===== config.mk =====
export PLATFORM = sky130hd
export DESIGN_NAME = sync_word_sample_deframer_top
export DESIGN_NICKNAME = d
export VERILOG_FILES = /design/src/rtl/swsd_pkg.sv /design/src/rtl/swsd_matcher.sv /design/src/rtl/swsd_assembler.sv /design/src/rtl/sync_word_sample_deframer_top.sv
export SDC_FILE = /design/constraint.sdc
export NUM_CORES = 1
export LEC_CHECK = 0
export ABC_AREA = 0
export BUFFER_PORTS_ARGS = -buffer_cell sky130_fd_sc_hd__buf_2
export CAP_MARGIN = 40
export CELL_PAD_IN_SITES_DETAIL_PLACEMENT = 1
export CELL_PAD_IN_SITES_GLOBAL_PLACEMENT = 1
export CORE_ASPECT_RATIO = 1.25
export CORE_UTILIZATION = 35
export DETAILED_ROUTE_END_ITERATION = 7
export GPL_TIMING_DRIVEN = 1
export PLACE_DENSITY_LB_ADDON = 0.1
export SETUP_SLACK_MARGIN = 0.2
export SYNTH_ARGS = -nofsm -noshare
export SYNTH_HDL_FRONTEND = slang
export SYNTH_SLANG_ARGS = --single-unit

===== constraint.sdc =====
create_clock -name i_clk -period 7.5 [get_ports i_clk]
set_input_delay 0.75 -clock i_clk [delete_from_list [all_inputs] [get_ports i_clk]]
set_output_delay 0.75 -clock i_clk [all_outputs]
set_load 0.01 [all_outputs]

===== src/rtl/swsd_pkg.sv =====
`timescale 1ns / 1ps

package swsd_pkg;

    localparam int unsigned CFG_IDX_W = 8;
    localparam int unsigned SYNC_W    = 32;
    localparam int unsigned COUNT_W   = 5;
    localparam int unsigned VALUE_W   = 64;
    localparam int unsigned CHAN_W    = 4;
    localparam int unsigned FRAME_W   = 32;
    localparam int unsigned SYNC_BYTES = 4;

    typedef enum logic [CFG_IDX_W-1:0] {
        CFG_SYNC_PATTERN  = 8'd0,
        CFG_CHANNEL_COUNT = 8'd1,
        CFG_SAMPLE_TYPE   = 8'd2
    } t_cfg_index;

    typedef enum logic [2:0] {
        ST_U8  = 3'd0,
        ST_U16 = 3'd1,
        ST_U32 = 3'd2,
        ST_S8  = 3'd3,
        ST_S16 = 3'd4,
        ST_S32 = 3'd5,
        ST_F32 = 3'd6,
        ST_F64 = 3'd7
    } t_sample_type;

    typedef struct packed {
        logic               done;
        logic               last;
        logic [CHAN_W-1:0]  channel;
        logic [VALUE_W-1:0] value;
        logic [FRAME_W-1:0] frame;
    } t_sample_res;

    // bytes per sample
    function automatic logic [3:0] sample_size(input t_sample_type st);
        logic [3:0] sz;
        unique case (st)
            ST_U8, ST_S8:   sz = 4'd1;
            ST_U16, ST_S16: sz = 4'd2;
            ST_F64:         sz = 4'd8;
            default:        sz = 4'd4;
        endcase
        return sz;
    endfunction

    function automatic logic [VALUE_W-1:0] extend_sample(input logic [VALUE_W-1:0] raw,
                                                         input t_sample_type st);
        logic [VALUE_W-1:0] v;
        unique case (st)
            ST_U8:          v = {56'd0, raw[7:0]};
            ST_U16:         v = {48'd0, raw[15:0]};
            ST_U32, ST_F32: v = {32'd0, raw[31:0]};
            ST_S8:          v = {{56{raw[7]}}, raw[7:0]};
            ST_S16:         v = {{48{raw[15]}}, raw[15:0]};
            ST_S32:         v = {{32{raw[31]}}, raw[31:0]};
            default:        v = raw;
        endcase
        return v;
    endfunction

endpackage


===== src/rtl/swsd_matcher.sv =====
`timescale 1ns / 1ps

module swsd_matcher
    import swsd_pkg::*;
#(
    parameter int unsigned HEADER_BYTES = 4
) (
    input  logic              i_clk,
    input  logic              i_rst_n,
    input  logic              i_step,
    input  logic [7:0]        i_byte,
    input  logic [SYNC_W-1:0] i_sync_pattern,
    output logic              o_hdr_done
);

    localparam int unsigned HW = (HEADER_BYTES > 1) ? $clog2(HEADER_BYTES) : 1;

    logic [HW-1:0] r_pos;
    logic [HW-1:0] n_pos;
    logic [HW-1:0] pos_a;
    logic [HW:0]   pos_b;

    function automatic logic [7:0] expected_byte(input logic [HW-1:0] pos,
                                                 input logic [SYNC_W-1:0] pat);
        logic [7:0] e;
        e = 8'd0;
        for (int k = 0; k < SYNC_BYTES; k++) begin
            if (HW'(k) == pos && k < HEADER_BYTES) begin
                e = pat[8*k +: 8];
            end
        end
        return e;
    endfunction

    // restart on mismatch: the same byte is retried against the first sync byte
    always_comb begin
        pos_a = (i_byte != expected_byte(r_pos, i_sync_pattern)) ? '0 : r_pos;
        if (i_byte == expected_byte(pos_a, i_sync_pattern)) begin
            pos_b = {1'b0, pos_a} + 1'b1;
        end else begin
            pos_b = '0;
        end
        o_hdr_done = i_step && (pos_b >= (HW+1)'(HEADER_BYTES));
        if (!i_step) begin
            n_pos = r_pos;
        end else if (o_hdr_done) begin
            n_pos = '0;
        end else begin
            n_pos = pos_b[HW-1:0];
        end
    end

    always_ff @(posedge i_clk) begin
        if (!i_rst_n) begin
            r_pos <= '0;
        end else begin
            r_pos <= n_pos;
        end
    end

    a_done_restarts: assert property (@(posedge i_clk) disable iff (!i_rst_n)
        o_hdr_done |=> r_pos == '0)
        else $error("matcher did not restart after full header");

    a_idle_holds: assert property (@(posedge i_clk) disable iff (!i_rst_n)
        !i_step |=> $stable(r_pos))
        else $error("match position moved without a byte");

endmodule


===== src/rtl/swsd_assembler.sv =====
`timescale 1ns / 1ps

module swsd_assembler
    import swsd_pkg::*;
#(
    parameter int unsigned MAX_CHANNELS = 16
) (
    input  logic               i_clk,
    input  logic               i_rst_n,
    input  logic               i_start,
    input  logic               i_step,
    input  logic [7:0]         i_byte,
    input  t_sample_type       i_sample_type,
    input  logic [COUNT_W-1:0] i_channel_count,
    output t_sample_res        o_res
);

    localparam int unsigned CH_W = (MAX_CHANNELS > 1) ? $clog2(MAX_CHANNELS) : 1;
    localparam int unsigned NW   = ($clog2(MAX_CHANNELS + 1) > COUNT_W) ?
                                   $clog2(MAX_CHANNELS + 1) : COUNT_W;

    logic [2:0]         r_bis;
    logic [2:0]         n_bis;
    logic [VALUE_W-1:0] r_acc;
    logic [VALUE_W-1:0] n_acc;
    logic [CH_W-1:0]    r_ch;
    logic [CH_W-1:0]    n_ch;
    logic [FRAME_W-1:0] r_frame;
    logic [FRAME_W-1:0] n_frame;

    logic [VALUE_W-1:0] acc_new;
    logic [3:0]         bis_inc;
    logic [NW-1:0]      cnt_ext;
    logic [NW-1:0]      n_eff;
    logic [NW-1:0]      ch_plus;
    logic               done;
    logic               last;

    always_comb begin
        acc_new = r_acc | (VALUE_W'(i_byte) << {r_bis, 3'b000});
        bis_inc = {1'b0, r_bis} + 4'd1;
        done    = i_step && (bis_inc >= sample_size(i_sample_type));

        cnt_ext = NW'(i_channel_count);
        if (cnt_ext == '0) begin
            n_eff = NW'(1);
        end else if (cnt_ext > NW'(MAX_CHANNELS)) begin
            n_eff = NW'(MAX_CHANNELS);
        end else begin
            n_eff = cnt_ext;
        end
        ch_plus = NW'(r_ch) + NW'(1);
        last    = ch_plus >= n_eff;

        o_res.done    = done;
        o_res.last    = last;
        o_res.channel = CHAN_W'(r_ch);
        o_res.value   = extend_sample(acc_new, i_sample_type);
        o_res.frame   = r_frame;
    end

    always_comb begin
        n_bis   = r_bis;
        n_acc   = r_acc;
        n_ch    = r_ch;
        n_frame = r_frame;
        priority if (i_start) begin
            n_bis = '0;
            n_acc = '0;
            n_ch  = '0;
        end else if (done) begin
            n_bis = '0;
            n_acc = '0;
            if (last) begin
                n_ch    = '0;
                n_frame = r_frame + 1'b1;
            end else begin
                n_ch = CH_W'(ch_plus);
            end
        end else if (i_step) begin
            n_bis = bis_inc[2:0];
            n_acc = acc_new;
        end else begin
            // no byte this cycle
            n_bis = r_bis;
            n_acc = r_acc;
        end
    end

    always_ff @(posedge i_clk) begin
        if (!i_rst_n) begin
            r_bis   <= '0;
            r_acc   <= '0;
            r_ch    <= '0;
            r_frame <= '0;
        end else begin
            r_bis   <= n_bis;
            r_acc   <= n_acc;
            r_ch    <= n_ch;
            r_frame <= n_frame;
        end
    end

    a_frame_count: assert property (@(posedge i_clk) disable iff (!i_rst_n)
        (done && last && !i_start) |=> r_frame == $past(r_frame) + 1'b1)
        else $error("frame counter did not advance on last sample");

    a_acc_stable: assert property (@(posedge i_clk) disable iff (!i_rst_n)
        (!i_step && !i_start) |=> $stable(r_acc) && $stable(r_ch))
        else $error("sample state moved without a byte");

endmodule


===== src/rtl/sync_word_sample_deframer_top.sv =====
`timescale 1ns / 1ps

// channel   valid        ready        payload
// input     i_in_valid   o_in_ready   i_rx_byte
// output    o_out_valid  i_out_ready  o_channel, o_sample_value, o_frame_last, o_frame_number
// config    i_cfg_valid  o_cfg_ready  i_cfg_index, i_cfg_data
//
// one byte per cycle while o_in_ready; a result appears in the cycle after its last byte
// results pass through the single output register after the matcher and accumulator
// reset (i_rst_n low, synchronous) clears state and loads register defaults
// o_in_ready drops only while a result is held and i_out_ready is low
// config port is always ready; writes take effect on the next byte

module sync_word_sample_deframer_top
    import swsd_pkg::*;
#(
    parameter int unsigned MAX_CHANNELS = 16,
    parameter int unsigned HEADER_BYTES = 4
) (
    input  logic                 i_clk,
    input  logic                 i_rst_n,
    input  logic                 i_in_valid,
    output logic                 o_in_ready,
    input  logic [7:0]           i_rx_byte,
    output logic                 o_out_valid,
    input  logic                 i_out_ready,
    output logic [CHAN_W-1:0]    o_channel,
    output logic [VALUE_W-1:0]   o_sample_value,
    output logic                 o_frame_last,
    output logic [FRAME_W-1:0]   o_frame_number,
    input  logic                 i_cfg_valid,
    output logic                 o_cfg_ready,
    input  logic [CFG_IDX_W-1:0] i_cfg_index,
    input  logic [SYNC_W-1:0]    i_cfg_data
);

    logic [SYNC_W-1:0]  r_sync_pattern;
    logic [COUNT_W-1:0] r_channel_count;
    t_sample_type       r_sample_type;
    logic               r_in_payload;
    logic               n_in_payload;

    logic               r_out_valid;
    logic               n_out_valid;
    logic [CHAN_W-1:0]  r_channel;
    logic [VALUE_W-1:0] r_sample_value;
    logic               r_frame_last;
    logic [FRAME_W-1:0] r_frame_number;

    logic               in_accept;
    logic               hdr_done;
    t_sample_res        res;

    assign o_in_ready  = !r_out_valid || i_out_ready;
    assign in_accept   = i_in_valid && o_in_ready;
    assign o_cfg_ready = 1'b1;

    swsd_matcher #(
        .HEADER_BYTES(HEADER_BYTES)
    ) u_matcher (
        .i_clk          (i_clk),
        .i_rst_n        (i_rst_n),
        .i_step         (in_accept && !r_in_payload),
        .i_byte         (i_rx_byte),
        .i_sync_pattern (r_sync_pattern),
        .o_hdr_done     (hdr_done)
    );

    swsd_assembler #(
        .MAX_CHANNELS(MAX_CHANNELS)
    ) u_assembler (
        .i_clk           (i_clk),
        .i_rst_n         (i_rst_n),
        .i_start         (hdr_done),
        .i_step          (in_accept && r_in_payload),
        .i_byte          (i_rx_byte),
        .i_sample_type   (r_sample_type),
        .i_channel_count (r_channel_count),
        .o_res           (res)
    );

    always_comb begin
        n_in_payload = r_in_payload;
        // header match only while hunting, sample completion only in payload
        if (hdr_done) begin
            n_in_payload = 1'b1;
        end else if (res.done && res.last) begin
            n_in_payload = 1'b0;
        end
        n_out_valid = r_out_valid && !i_out_ready;
        if (res.done) begin
            n_out_valid = 1'b1;
        end
    end

    always_ff @(posedge i_clk) begin
        if (!i_rst_n) begin
            r_sync_pattern  <= '0;
            r_channel_count <= COUNT_W'(1);
            r_sample_type   <= ST_U8;
            r_in_payload    <= 1'b0;
            r_out_valid     <= 1'b0;
        end else begin
            r_in_payload <= n_in_payload;
            r_out_valid  <= n_out_valid;
            if (i_cfg_valid) begin
                unique case (i_cfg_index)
                    CFG_SYNC_PATTERN:  r_sync_pattern  <= i_cfg_data;
                    CFG_CHANNEL_COUNT: r_channel_count <= i_cfg_data[COUNT_W-1:0];
                    CFG_SAMPLE_TYPE:   r_sample_type   <= t_sample_type'(i_cfg_data[2:0]);
                    default: ;
                endcase
            end
        end
    end

    // result payload, loaded only when a sample completes
    always_ff @(posedge i_clk) begin
        if (res.done) begin
            r_channel      <= res.channel;
            r_sample_value <= res.value;
            r_frame_last   <= res.last;
            r_frame_number <= res.frame;
        end
    end

    assign o_out_valid    = r_out_valid;
    assign o_channel      = r_channel;
    assign o_sample_value = r_sample_value;
    assign o_frame_last   = r_frame_last;
    assign o_frame_number = r_frame_number;

    a_hunt_no_result: assert property (@(posedge i_clk) disable iff (!i_rst_n)
        (in_accept && !r_in_payload) |=> r_out_valid == $past(r_out_valid && !i_out_ready))
        else $error("result produced while hunting for sync");

    a_last_ends_frame: assert property (@(posedge i_clk) disable iff (!i_rst_n)
        (res.done && res.last) |=> !r_in_payload)
        else $error("payload mode kept after last sample");

endmodule


# Word-level counts from Yosys, hierarchy flattened
# Cells that the tools add are included.
[totals]
in_bits = 53
output_inout_bits = 104
wordCells = 88
regBits = 248
[classes]
magnitude_cmp = 4
n_reduce_logical = 26
bitwise = 3
eq_ne = 17
addsub = 4
shifts = 1
mux = 19
[op_table]
columns = ["cell", "n"]
rows = [
  ["$pmux W64 S6", 1],
  ["$mux W8", 8],
  ["$or A64 B64 Y64", 1],
  ["$shl A8 B6 Y64", 1],
  ["$add A32 B1 Y32 const B", 1],
  ["$eq A3 B3 Y1 const B", 4],
  ["$pmux W4 S3", 1],
  ["$mux W5", 2],
  ["$eq A2 B2 Y1 const A", 4],
  ["$eq A8 B1 Y1 const B", 1],
  ["$eq A8 B2 Y1 const B", 1],
  ["$eq A8 B8 Y1", 1],
  ["$logic_not A8 Y1", 1],
  ["$ne A8 B8 Y1", 1],
  ["$reduce_or A2 Y1", 4],
  ["$logic_and A1 B1 Y1", 7],
  ["$eq A3 B2 Y1 const B", 2],
  ["$reduce_and A2 Y1", 3],
  ["$add A4 B1 Y5 const B", 1],
  ["$ge A5 B5 Y1", 1],
  ["$gt A5 B5 Y1 const B", 1],
  ["$logic_not A5 Y1", 1],
  ["$add A3 B1 Y4 const B", 1],
  ["$eq A1 B2 Y1 const A", 2],
  ["other kinds (16)", 23],
]

# Longest topological paths before layout
[logic_depth]
ltp_word = 18
mapped_depth = 18
mapped_depth_nobuf = 14

# Cells and area by module
# A second synthesis with hierarchy kept.
[unflattened]
hier_cells = 1076
area_unflattened_um2 = 10985.5
[by_module_without_submodules]
columns = ["mod", "cells_per_inst", "n_inst", "area_per_inst_um2"]
rows = [
  ["swsd_assembler", 684, 1, 5263.8],
  ["sync_word_sample_deframer_top", 287, 1, 4778.3],
  ["swsd_matcher", 105, 1, 943.4],
]

# Worst setup path after synthesis
# OpenSTA, ideal clock, no wires.
[synth_timing]
path_kind = "register to register"
from = "reg r_sample_type[0]"
to = "reg u_assembler.r_frame[22]"
path_stages_with_launch = 15
n_path_buf = 3
synth_period_minus_slack_ns = 5.802
t_arrival_ns = 5.675
path_slack_ns = 1.698
setup_ns = 0.128
path_cell_list = "dfxtp_1 clkbuf_1 nor2b_1 nor3_1 ha_1 nand2b_1 a21o_1 a211oi_1 or3_1 clkbuf_1 inv_2 clkbuf_1 nand4_1 xor2_1 nor2_1"
[synth_rtl]
columns = ["item", "line", "text"]
rows = [
  ["from (decl)", "sync_word_sample_deframer_top.sv:39", "t_sample_type r_sample_type;"],
  ["from (signal assigned)", "sync_word_sample_deframer_top.sv:110", "CFG_SAMPLE_TYPE: r_sample_type <= t_sample_type'(i_cfg_data[2:0]);"],
  ["to (signal assigned)", "swsd_assembler.sv:100", "r_frame <= n_frame;"],
  ["to (decl)", "swsd_assembler.sv:28", "logic [FRAME_W-1:0] r_frame;"],
]

# Worst setup path in the final report
[layout_timing]
from = "reg u_matcher.r_pos[0]"
to = "reg u_assembler.r_acc[17]"
[layout_between]
elab_chain_cells = 17
elab_cells_between_ends = 24
cone_classes = "add/sub (1); order compare (1); eq/ne (8); mux (10); reduce/logical (4)"
[layout_lines]
columns = ["item", "line", "text"]
rows = [
  ["from (decl)", "swsd_matcher.sv:18", "logic [HW-1:0] r_pos;"],
  ["from (signal assigned)", "swsd_matcher.sv:57", "r_pos <= n_pos;"],
  ["$logic_not A2 Y1", "swsd_matcher.sv:28", "if (HW'(k) == pos && k < HEADER_BYTES) begin"],
  ["$mux W8 (4 in a row)", "swsd_matcher.sv:28", ""],
  ["$ne A8 B8 Y1", "swsd_matcher.sv:37", "pos_a = (i_byte != expected_byte(r_pos, i_sync_pattern)) ? '0 : r_pos;"],
  ["$mux W2 (*)", "swsd_matcher.sv:37", ""],
  ["$logic_not A2 Y1", "swsd_matcher.sv:28", ""],
  ["$mux W8 (4 in a row)", "swsd_matcher.sv:28", ""],
  ["$eq A8 B8 Y1", "swsd_matcher.sv:38", "if (i_byte == expected_byte(pos_a, i_sync_pattern)) begin"],
  ["$mux W3 (*)", "swsd_matcher.sv:38", ""],
  ["$ge A3 B3 Y1 (*)", "swsd_matcher.sv:43", "o_hdr_done = i_step && (pos_b >= (HW+1)'(HEADER_BYTES));"],
  ["$logic_and A1 B1 Y1 (*)", "swsd_matcher.sv:43", ""],
  ["$reduce_or A3 Y1 (no line) (*)", "-", ""],
  ["to (signal assigned)", "swsd_assembler.sv:98", "r_acc <= n_acc;"],
  ["to (decl)", "swsd_assembler.sv:24", "logic [VALUE_W-1:0] r_acc;"],
]
# Every way passes the cells marked *; elsewhere a longest branch is shown, timed or not.
# A chain may end at the register's enable or synchronous reset.

==> run summary <==
Reg area - 5980 sq um
Synth Cell Area - 10300 sq um
setup violators final - 0
drt total wl - 28100 microns
CP arrival - 5.37 ns
Multi-input gate area - 3970 sq um
clock buffers created by TritonCTS - 26
CTS tree - yes
post-synthesis average cell area - 9.88 sq um
Post-synth EDFFs - 101
# rows - 69
startpoint types - flop
post-CTS setup buffers - 0
fin crit share - 66.1%
flops & latches, synth - 248
Critical Path RT - 7.91 ns
vias in the first global route - 7970
outcome - complete, no violations
Layout Nets - 1227
TNS Setup - 0 ns
setup slack after layout - 2.55 ns
clock skew - 0.00990 ns
RSZ-0062 raised after global routing - false
clk sink count - 248
type of the most critical hold path - input pin to flop
routed vias - 7954
detailed placement HPWL - 19400 microns
Clock Path Buffers - 3
die width - 155 microns
number of max-cap violations - 0
commonest non-fill, non-tap cell in the layout - a21oi_1
max-slew violations - 0
Avg WL per Cell - 17.9 microns
Clock Latency Late Sink - 0.54 ns
clock root buffer - clkbuf_16
ys async rst share - 0%
initial antenna violation count - 0
GP Congestion - 0.842
CTS clk-pin slew, worst paths - 0.06 ns
most frequent cells in the layout - a21oi_1, buf_2, dfxtp_1
peak fanout along the critical path - 43
drt pass-1 iters - 4
post-route cell area - 12300 sq um
Hold Vio Cnt, Final - 0
Tmin final - 4.95 ns
chip height - 194 microns
critical path class - flop to flop
Post-Syn Nets - 1111
vias per inst - 5.07
starting density of the core - 35.9%
achievable clock frequency - 0.202 GHz
Ports - 157
worst slack, placed - 2.50 ns
first-pass GRT wire length - 44300 microns
Slew @ Worst Pin - 0.905 ns
DRC errors left - 0
largest net degree at the start of global routing - 61
CP Capture Type - flop
cell area after placement - 11400 sq um
cts repair resizes - 0
Layout fillers - 3305
Synth Flop Type - dfxtp_1
Netlist cell types - 50
Seq/Total Area, Yosys - 58.1%
Post-Synthesis Cells - 1042
CTS H-tree depth - 1
worst vdd ir - 0.148 mV
Post-Route Utilization - 42.8%
yosys warns - 0
grt ovf - 0
full die area - 30100 sq um
Slew HR - 39.6%
1st-iter DRT viols - 347
Antenna Cells - 0
Final ANT Viol Nets - 0
share of post-route cells with drive strength above 1 - 18.8%
minimum hold slack - 0.444 ns
Static Leakage - 0.00475 uW
area of the core - 28700 sq um
cts hold-fix bufs - 0
IO Port Bufs - 155
total power density per cell area - 227 nW/um^2
Tot GR Track Use - 18.5%
Area Overhead vs Synth - 19.2%
routing by layer:
metal	share of wire, %	vias to the layer above	GRT usage, %
met5	0	-	0
met4	1.4	0	3.81
met3	3.6	33	2.66
met2	49	144	31.8
met1	46	3856	24.7
li1	-	3921	-
synthesized netlist by cell type (all sizes together), types with 4 or more instances:
cell / instances / share of area (%)
nor3: 14 / 0.68
nand2b: 5 / 0.30
nor2b: 22 / 1.3
nor2: 107 / 3.9
dfxtp: 147 / 29
or3: 17 / 1.0
o21ai: 77 / 3.7
nand3b: 5 / 0.36
nand4: 17 / 1.0
nand3: 20 / 0.97
clkbuf: 58 / 2.1
edfxtp: 101 / 29
a21oi: 179 / 8.7
mux2i: 9 / 0.88
mux4: 8 / 1.8
and2: 7 / 0.43
and3: 8 / 0.49
nor4: 6 / 0.36
ha: 16 / 1.9
or3b: 4 / 0.34
buf: 20 / 0.98
nand2: 105 / 3.8
xor2: 11 / 0.94
a21o: 12 / 0.88
xnor2: 23 / 2.0
o211ai: 5 / 0.36
inv: 11 / 0.40
where the power goes:
part           total [uW]  switching, uW  internal, uW
Combinational        61.4           42.2          19.2
Clock                1340            553           782
Sequential           1390          0.367          1390
per-stage QoR:
step / cells / total power [uW]
after CTS: 1568 / 2830
after global placement: 1513 / 1480
final: 1568 / 2790
after detailed placement: 1520 / 1480
after global routing: 1568 / 2880
after floorplan: 1042 / 1450
cell families after synthesis:
family	after synthesis	share of synthesized area [%]
AOI/OAI and AO/OA	289	15.0
DFF	248	58.1
and+or+nand+nor	348	16.0
adders and majority gates	16	1.95
muxes	17	2.63
other	1	0.0364
xor gates and xnor gates	34	2.89
buffers and inverters	89	3.50
registers in the layout, summed over array words and instances, names as in the netlist, 3 cells and up:
register and count:
o_sample_value 64, u_assembler.r_acc 64, o_frame_number 32, r_sync_pattern 32, u_assembler.r_frame 32, r_channel_count 5, o_channel 4, u_assembler.r_ch 4
r_sample_type 3, u_assembler.r_bis 3
worst max-delay path, cell delays in order, from the launching register on:
cell      delay [ns]
dfxtp_1         0.70
mux4_2          0.61
xnor2_1         0.16
nand4_1         0.13
nor2_1          0.16
and2_1          0.22
ha_1            0.44
inv_1           0.28
o21ai_0         0.32
nor3_1          0.09
a211oi_1        0.18
nand4_1         0.26
o311ai_4        0.62
buf_4           0.53
nor2_1          0.11
path summary, 6_finish.rpt:
| kind | to | startpoint | depth (start not counted) | slack, ns |
|---|---|---|---|---|
| setup / recovery | u_assembler.r_acc[17] | u_matcher.r_pos[0] | 14 | 2.55 |
| hold / removal | r_sync_pattern[24] | i_cfg_data[24] | 3 | 0.44 |
| setup reg to reg | u_assembler.r_acc[17] | u_matcher.r_pos[0] | 14 | 2.55 |
| hold reg to reg | o_frame_number[12] | u_assembler.r_frame[12] | 0 | 0.47 |
layout make-up:
type	instances	share of cell area (%)
clock buffers	33	5.85
well taps	390	3.98
inverters	11	0.357
multi-input cells	705	32.4
repair buffers	166	7.35
flip-flops and latches	248	48.7
clock inverters	15	1.37
(Power assumes the default switching activity.)
